[src/hw/rtl/clebc_pkg.sv]
// ----------------------------------------------------------------------------
// clebc_pkg
// Shared types, key codes and ring pointer helpers for the console line
// edit buffer.
// ----------------------------------------------------------------------------
package clebc_pkg;

  // Ring geometry: pointers count modulo twice the depth
  localparam int BUFFER_DEPTH = 128;
  localparam int PTR_SPAN     = 2 * BUFFER_DEPTH;
  localparam int PTR_W        = $clog2(PTR_SPAN);
  localparam int IDX_W        = (BUFFER_DEPTH > 1) ? $clog2(BUFFER_DEPTH) : 1;
  localparam int WIDE_W       = 16;

  // Received key codes
  localparam logic [7:0] KEY_NUL    = 8'h00;
  localparam logic [7:0] KEY_CTRL_D = 8'h04;
  localparam logic [7:0] KEY_CTRL_H = 8'h08;
  localparam logic [7:0] KEY_LF     = 8'h0A;
  localparam logic [7:0] KEY_CR     = 8'h0D;
  localparam logic [7:0] KEY_CTRL_P = 8'h10;
  localparam logic [7:0] KEY_CTRL_U = 8'h15;
  localparam logic [7:0] KEY_DEL    = 8'h7F;

  // Item kinds
  localparam logic KIND_RX   = 1'b0;
  localparam logic KIND_READ = 1'b1;

  // Read status codes
  localparam logic [1:0] RD_NONE  = 2'd0;
  localparam logic [1:0] RD_DATA  = 2'd1;
  localparam logic [1:0] RD_EMPTY = 2'd2;
  localparam logic [1:0] RD_EOF   = 2'd3;

  typedef logic [PTR_W-1:0] ptr_t;
  typedef logic [IDX_W-1:0] idx_t;

  typedef struct packed {
    logic       kind;
    logic [7:0] char_in;
    logic       read_first;
  } item_t;

  typedef struct packed {
    logic       echo_valid;
    logic [7:0] echo_char;
    logic [7:0] erase_count;
    logic       dump_request;
    logic       line_ready;
    logic [1:0] read_status;
    logic [7:0] read_data;
    logic       read_end_of_line;
  } result_t;

  typedef struct packed {
    ptr_t rd;
    ptr_t cm;
    ptr_t ed;
  } ptrs_t;

  typedef struct packed {
    logic       en;
    idx_t       idx;
    logic [7:0] data;
  } wr_t;

  // Advance a pointer with wrap
  function automatic ptr_t ptr_inc(ptr_t p);
    return (p == PTR_W'(PTR_SPAN - 1)) ? '0 : p + PTR_W'(1);
  endfunction

  // Step a pointer back with wrap
  function automatic ptr_t ptr_dec(ptr_t p);
    return (p == '0) ? PTR_W'(PTR_SPAN - 1) : p - PTR_W'(1);
  endfunction

  // Distance from b forward to a
  function automatic ptr_t ptr_diff(ptr_t a, ptr_t b);
    return (a >= b) ? a - b : a + PTR_W'(PTR_SPAN) - b;
  endfunction

  // Ring slot of a pointer
  function automatic idx_t ptr_index(ptr_t p);
    ptr_t r;
    r = (p >= PTR_W'(BUFFER_DEPTH)) ? p - PTR_W'(BUFFER_DEPTH) : p;
    return r[IDX_W-1:0];
  endfunction

endpackage

[src/hw/rtl/console_line_edit_buffer_core.sv]
// ----------------------------------------------------------------------------
// console_line_edit_buffer_core
// Canonical console line editor over a ring with read, commit and edit
// pointers.
// ----------------------------------------------------------------------------
// Usage:
//   The item channel carries either a received UART byte (kind 0) or a
//   reader pop (kind 1). Each beat gives exactly one beat on the result
//   channel, in order: echo, erase count, dump request, line commit and
//   read status with the popped byte.
//   A beat accepted on the item channel is registered in the input register,
//   processed by the edit step into the result register and offered as a
//   result from there.
//   Throughput: one beat per cycle, sustained while results are taken.
//   The byte under the read pointer is always held ready in the line
//   store's registered read port, addressed by the next read pointer.
//   Reset clears the three pointers and both stage registers; the line
//   store itself is not cleared and needs no clearing pass, since a pop
//   only reaches committed bytes.
//   When the receiver stalls, the result register holds its beat, the
//   input register fills and item_ready drops until the result is taken.
// ----------------------------------------------------------------------------
module console_line_edit_buffer_core (
  input  logic                clk,
  input  logic                rst,
  input  logic                item_valid,
  output logic                item_ready,
  input  clebc_pkg::item_t    item,
  output logic                result_valid,
  input  logic                result_ready,
  output clebc_pkg::result_t  result
);
  import clebc_pkg::*;

  logic    in_full;
  item_t   in_item;
  logic    out_full;
  result_t out_item;
  ptrs_t   ptrs;
  ptrs_t   ptrs_next;
  ptrs_t   step_ptrs;
  wr_t     step_wr;
  result_t step_res;
  logic [7:0] head_byte;
  logic    fire;

  // Process the held beat when the result slot is free or draining
  assign fire       = in_full && (!out_full || result_ready);
  assign item_ready = !in_full || fire;

  // Input register
  always_ff @(posedge clk) begin
    if (rst) begin
      in_full <= 1'b0;
    end else if (item_ready) begin
      in_full <= item_valid;
    end
  end

  always_ff @(posedge clk) begin
    if (item_valid && item_ready) begin
      in_item <= item;
    end
  end

  clebc_edit u_edit (
    .item      (in_item),
    .ptrs      (ptrs),
    .head_byte (head_byte),
    .ptrs_next (step_ptrs),
    .wr        (step_wr),
    .res       (step_res)
  );

  // Pointer update
  always_comb begin
    if (rst) begin
      ptrs_next = '0;
    end else if (fire) begin
      ptrs_next = step_ptrs;
    end else begin
      ptrs_next = ptrs;
    end
  end

  always_ff @(posedge clk) begin
    ptrs <= ptrs_next;
  end

  // Line store; read port tracks the next read pointer
  clebc_ram #(
    .WIDTH (8),
    .DEPTH (BUFFER_DEPTH)
  ) u_store (
    .clk   (clk),
    .we    (fire && step_wr.en),
    .waddr (step_wr.idx),
    .wdata (step_wr.data),
    .raddr (ptr_index(ptrs_next.rd)),
    .rdata (head_byte)
  );

  // Result register
  always_ff @(posedge clk) begin
    if (rst) begin
      out_full <= 1'b0;
    end else if (fire) begin
      out_full <= 1'b1;
    end else if (result_ready) begin
      out_full <= 1'b0;
    end
  end

  always_ff @(posedge clk) begin
    if (fire) begin
      out_item <= step_res;
    end
  end

  assign result_valid = out_full;
  assign result       = out_item;

  // Ring never holds more than its depth
  a_ring_bound: assert property (@(posedge clk) disable iff (rst)
    ptr_diff(ptrs.ed, ptrs.rd) <= PTR_W'(BUFFER_DEPTH))
    else $error("ring occupancy exceeds depth");

  // Commit point lies between read and edit pointers
  a_commit_order: assert property (@(posedge clk) disable iff (rst)
    ptr_diff(ptrs.cm, ptrs.rd) <= ptr_diff(ptrs.ed, ptrs.rd))
    else $error("commit pointer outside read..edit span");

  // An accepted beat is held in the input register next cycle
  a_accept_held: assert property (@(posedge clk) disable iff (rst)
    (item_valid && item_ready) |=> in_full)
    else $error("accepted beat lost");

endmodule

[src/hw/rtl/clebc_ram.sv]
// ----------------------------------------------------------------------------
// clebc_ram
// Generic single-write, single-read RAM with registered read; a read of the
// slot written in the same cycle returns the new data.
// ----------------------------------------------------------------------------
module clebc_ram #(
  parameter int WIDTH = 8,
  parameter int DEPTH = 128,
  parameter int AW    = (DEPTH > 1) ? $clog2(DEPTH) : 1
) (
  input  logic             clk,
  input  logic             we,
  input  logic [AW-1:0]    waddr,
  input  logic [WIDTH-1:0] wdata,
  input  logic [AW-1:0]    raddr,
  output logic [WIDTH-1:0] rdata
);

  logic [WIDTH-1:0] mem [DEPTH];

  // Write port
  always_ff @(posedge clk) begin
    if (we) begin
      mem[waddr] <= wdata;
    end
  end

  // Registered read, write-first on a shared address
  always_ff @(posedge clk) begin
    if (we && (waddr == raddr)) begin
      rdata <= wdata;
    end else begin
      rdata <= mem[raddr];
    end
  end

endmodule

[src/hw/rtl/clebc_edit.sv]
// ----------------------------------------------------------------------------
// clebc_edit
// Line editing step: decodes one beat against the current pointers and the
// byte under the read pointer, giving the result, the store write and the
// updated pointers.
// ----------------------------------------------------------------------------
module clebc_edit (
  input  clebc_pkg::item_t   item,
  input  clebc_pkg::ptrs_t   ptrs,
  input  logic [7:0]         head_byte,
  output clebc_pkg::ptrs_t   ptrs_next,
  output clebc_pkg::wr_t     wr,
  output clebc_pkg::result_t res
);
  import clebc_pkg::*;

  ptr_t             pending;
  ptr_t             uncommitted;
  logic [WIDE_W-1:0] kill_wide;
  logic [7:0]       stored;

  // Ring occupancy and uncommitted length
  assign pending     = ptr_diff(ptrs.ed, ptrs.rd);
  assign uncommitted = ptr_diff(ptrs.ed, ptrs.cm);
  assign kill_wide   = WIDE_W'(uncommitted);
  assign stored      = (item.char_in == KEY_CR) ? KEY_LF : item.char_in;

  always_comb begin
    ptrs_next = ptrs;
    wr        = '0;
    res       = '0;
    wr.idx    = ptr_index(ptrs.ed);
    wr.data   = stored;

    if (item.kind == KIND_RX) begin
      unique case (item.char_in) inside
        KEY_CTRL_P: begin
          res.dump_request = 1'b1;
        end
        KEY_CTRL_U: begin
          // Kill line back to the commit point, saturating the count
          res.erase_count = (kill_wide > WIDE_W'(255)) ? 8'hFF : kill_wide[7:0];
          ptrs_next.ed    = ptrs.cm;
        end
        KEY_CTRL_H, KEY_DEL: begin
          if (ptrs.ed != ptrs.cm) begin
            ptrs_next.ed    = ptr_dec(ptrs.ed);
            res.erase_count = 8'd1;
          end
        end
        default: begin
          // Store and echo a non-NUL byte when there is room; drop otherwise
          if ((item.char_in != KEY_NUL) && (pending < PTR_W'(BUFFER_DEPTH))) begin
            wr.en          = 1'b1;
            res.echo_valid = 1'b1;
            res.echo_char  = stored;
            ptrs_next.ed   = ptr_inc(ptrs.ed);
            if ((stored == KEY_LF) || (stored == KEY_CTRL_D) ||
                (pending == PTR_W'(BUFFER_DEPTH - 1))) begin
              ptrs_next.cm   = ptr_inc(ptrs.ed);
              res.line_ready = 1'b1;
            end
          end
        end
      endcase
    end else begin
      // Pop one committed byte; a Ctrl-D is popped only on a first read
      if (ptrs.rd == ptrs.cm) begin
        res.read_status = RD_EMPTY;
      end else if (head_byte == KEY_CTRL_D) begin
        res.read_status = RD_EOF;
        if (item.read_first) begin
          ptrs_next.rd = ptr_inc(ptrs.rd);
        end
      end else begin
        ptrs_next.rd         = ptr_inc(ptrs.rd);
        res.read_status      = RD_DATA;
        res.read_data        = head_byte;
        res.read_end_of_line = (head_byte == KEY_LF);
      end
    end
  end

endmodule
[config.mk]
export PLATFORM = sky130hd
export DESIGN_NAME = console_line_edit_buffer_core
export DESIGN_NICKNAME = d
export VERILOG_FILES = /design/src/hw/rtl/clebc_pkg.sv /design/src/hw/rtl/console_line_edit_buffer_core.sv /design/src/hw/rtl/clebc_ram.sv /design/src/hw/rtl/clebc_edit.sv
export SDC_FILE = /design/constraint.sdc
export NUM_CORES = 1
export LEC_CHECK = 0
export BUFFER_PORTS_ARGS = -buffer_cell sky130_fd_sc_hd__buf_4
export CAP_MARGIN = 20
export CORE_MARGIN = 10
export CORE_UTILIZATION = 63
export DETAILED_ROUTE_END_ITERATION = 8
export GPL_TIMING_DRIVEN = 0
export PLACE_DENSITY_LB_ADDON = 0.15
export SYNTH_ARGS = -nofsm -noshare
export SYNTH_HDL_FRONTEND = slang
export SYNTH_SLANG_ARGS = --single-unit
[constraint.sdc]
create_clock -name clk -period 6.7 [get_ports clk]
set_clock_uncertainty 0.1 [all_clocks]
set_input_delay 2.01 -clock clk [delete_from_list [all_inputs] [get_ports clk]]
set_output_delay 2.01 -clock clk [all_outputs]
set_load 0.03 [all_outputs]
==> summary.md <==
| Metric | Value |
|---|---|
| Xor/xnor share of the synthesized area | 0.498% |
| Max clock buf depth | 3 |
| DRT Pass-1 Iters | 8 |
| Slowest Stage Delay on Critical Path | 920 ps |
| Worst r2r path cells | 13 |
| RSZ-0062 raised after global routing | true |
| Number of port buffers | 45 |
| Main combinational cell family by area after synthesis | multiplexers |
| Syn_nets | 2430 |
| Postcts setup bufs | 0 |
| CP Launch Type | register |
| Tmin final | 6520 ps |
| Worst EP required | 6890 ps |
| Worst reg2reg setup slack | 180 ps |
| TritonCTS clock tree | built |
| Placement Rows | 96 |
| Clk sinks | 1090 |
| Worst Hold End | result_valid$_SDFFE_PP0P_ |
| CP Cell Sequence | buf_2 > clkinv_1 > clkbuf_1 > ha_1 > a21boi_0 > o21a_1 > o21a_1 > o21ai_0 > nand3_1 > a21oi_1 > nand3_1 > clkbuf_1 > nor2_1 |
| I/O pin count | 46 |
| Worst Max-Slew Pin Slew | 1310 ps |
| Initial Utilization | 63.8% |
| Clock Tree Root | clkbuf_16 |
| Simple-Gate Fraction of Synth Area | 4.84% |
| Worst setup margin | 175 ps |
| Vias in the first global route | 25000 |
| Post-Synth Adder-Cell Area | 0.603% |
| Worst min path class | register to register |
| Total CTS buffers | 106 |
| Global placement routability congestion | 0.982 |
| Largest net degree at the start of global routing | 93 |
| Critical-path top delay cell | nor2_1 |
| Die W | 284 um |
| Routed WL per cell | 35.9 um |
| Total Die Area | 0.0808 mm^2 |
| Max_slew headroom | 12.8% |
| Dominant cells by area after synthesis | edfxtp_1 (73%), mux4_2 (10%), mux2i_1 (3.5%), nor2_1 (1.5%), dfxtp_1 (1.2%) |
| CP max FO | 19 |
| Post-Syn Instances | 2396 |
| FF-to-FF End | u_store.mem[58][0]$_DFFE_PP_ |
| EDFF count, synth | 1064 |
| Core Area | 0.0689 mm^2 |
| Register area share after synthesis | 73.8% |
| Critical Path AT | 6710 ps |
| Number of remaining DRC errors | 0 |
| Yosys cell types | 70 |
| Hold violation count in the final report | 0 |
| Synth top area share | 72.7% |
| Crit-path leading delay family | buffers and inverters |
| Synth Register Bits | 1090 |
| Pre-CTS setup slack | -414 ps |
| Mux cell area share after synthesis | 13.8% |
| WHS Path Cells | 2 |
| Ys async rst share | 0% |
| Post-DP HPWL | 86800 um |
| CTS H-tree lvls | 3 |
| Routed WL | 129000 um |
| Mapped Area | 0.0440 mm^2 |
| Slew Limit Fails | 0 |
| Most common flop cell mapped by yosys | edfxtp_1 |
| Clock transition at the registers of the reported paths | 60 ps |
| CP endpoint kind | register |
| Initial antenna violation count | 4 |
| CP Class | register to register |
| First-pass GRT wire length | 182000 um |
| Post-route insts no fill | 3601 |
| Area leader, netlist | edfxtp_1 |
| FF-to-FF Start | ptrs[19]$_SDFFE_PP0P_ |
| Syn_area_per_cell | 18.4 um^2 |
| Clk_lat worst skew | 690 ps |
| Gr usage total | 31.8% |
| Synth warn | 0 |
| Drt via density | 7.06 |
| LEAKAGE | 15.4 nW |
| Net count, final | 2621 |
| Power per cell area | 280 mW/mm^2 |
| Die height | 284 um |
| Via Count | 25400 |
| Compound-Gate Fraction of Synth Area | 4.39% |
| Worst Path Buf+Inv | 4 |
| Share of layout cells above drive strength 1 | 20.7% |
| Placed cells | 3408 |
| Final hold slack | 419 ps |
| Final setup fails | 0 |
| Commonest non-fill, non-tap cell in the layout | edfxtp_1 |
| VDD IR max | 0.231 mV |
| Max Clk Rate | 0.153 GHz |
| # resized after CTS | 2 |
| Commonest non-fill, non-tap cells in the layout | edfxtp_1 (1064), mux4_2 (195), nor2_1 (169) |
| Status | finished, final reports clean |
| DR iter-0 viols | 3926 |
| Detail Route Antenna Nets | 0 |
| MaxCap Viol Count | 0 |
| Syn-to-layout area delta | 12.8% |
| Hold Startpoint | in_full$_SDFFE_PP0N_ |
| Final period util | 97.4% |
| Hold_buf cts | 0 |
| Total grt overflow | 0 |
how the worst max path moves through the flow:
stage / start / to / slack, ps / cells after the start
2_1_floorplan: result_ready / u_store.mem[115][0]$_DFFE_PP_ / 820 / 7
3_3_place_gp: in_item[3]$_DFFE_PP_ / u_store.mem[89][0]$_DFFE_PP_ / -2420 / 5
3_5_place_dp: ptrs[17]$_SDFFE_PP0P_ / u_store.mem[116][5]$_DFFE_PP_ / -410 / 18
4_1_cts: ptrs[20]$_SDFFE_PP0P_ / u_store.mem[116][5]$_DFFE_PP_ / 270 / 14
5_1_grt: ptrs[17]$_SDFFE_PP0P_ / u_store.mem[117][3]$_DFFE_PP_ / -10 / 16
6_report: ptrs[19]$_SDFFE_PP0P_ / u_store.mem[58][0]$_DFFE_PP_ / 180 / 13
cells by family after synthesis:
family          count (synthesis)
flops                        1090
simple gates                  445
mux                           362
compound gates                285
buf+inv                       169
xor+xnor                       25
fa+ha+maj                      20
state kept, by name (all words and copies together), names as in the netlist:
register	flops
u_store.mem	1024
result	30
ptrs	24
in_item	10
in_full	1
result_valid	1
worst register-to-register path, stage by stage, from the launching register on:
cell	delay (ps)
dfxtp_1	430
buf_2	550
clkinv_1	630
clkbuf_1	570
ha_1	460
a21boi_0	140
o21a_1	180
o21a_1	180
o21ai_0	370
nand3_1	170
a21oi_1	610
nand3_1	350
clkbuf_1	450
nor2_1	930
cell usage after synthesis (all sizes together) (2+ instances only):
library cell     n
mux4           195
o31ai           10
edfxtp        1064
a311oi           4
o21ai           52
and3            20
a22oi           22
clkinv           2
and4b            2
ha              18
o21a             3
or4              2
o41ai            2
nand2b          14
buf             72
inv             27
nor2b           15
nor4            21
a221o            2
nand4           16
or3              8
nand3b           5
mux2            14
clkbuf          68
xnor2           10
dfxtp           26
nand3           24
nand2           73
and2            17
nor2           176
nor3            41
o221ai          23
or2              8
a31oi            5
o32ai           12
a221oi          25
a2111oi          3
fa               2
o22ai           25
a211oi          14
a21o            11
xor2            15
a21boi           3
a21oi           62
mux2i          153
area by class of cell:
type,count,area [um^2]
Tap cell,931,1160
Sequential cell,1090,32500
Antenna cell,2,5.00
Multi-Input combinational cell,1137,10800
Inverter,29,114
Clock buffer,137,2850
Fill cell,4245,19300
Buffer,137,767
Clock inverter,52,596
Timing Repair Buffer,86,875
stage by stage:
stage	cell area [um^2]	TNS, ps	power (mW)	utilization [%]
after floorplan	44000	0	7.89	-
after global placement	45500	-1506010	8.05	66.0
after detailed placement	46100	-117590	8.06	66.9
after CTS	49500	0	13.9	71.8
after global routing	49600	-52.7	14.2	72.0
final	49600	0	13.9	72.0
power by group:
group	internal [mW]	total, mW	switching [mW]
Combinational	0.114	0.414	0.300
Clock	3.46	5.99	2.53
Sequential	7.50	7.51	0.0127
routing by layer:
layer | vias to the layer above | share of wire, % | global-route usage (%) | routed length, um
met5 | - | 0.021 | 0 | 27
met1 | 12900 | 35 | 41.5 | 45400
met3 | 421 | 12 | 8.18 | 15600
li1 | 10100 | - | - | -
met2 | 1945 | 47 | 49.3 | 60400
met4 | 4 | 6.1 | 16.6 | 7860
(Power assumes the default switching activity.)
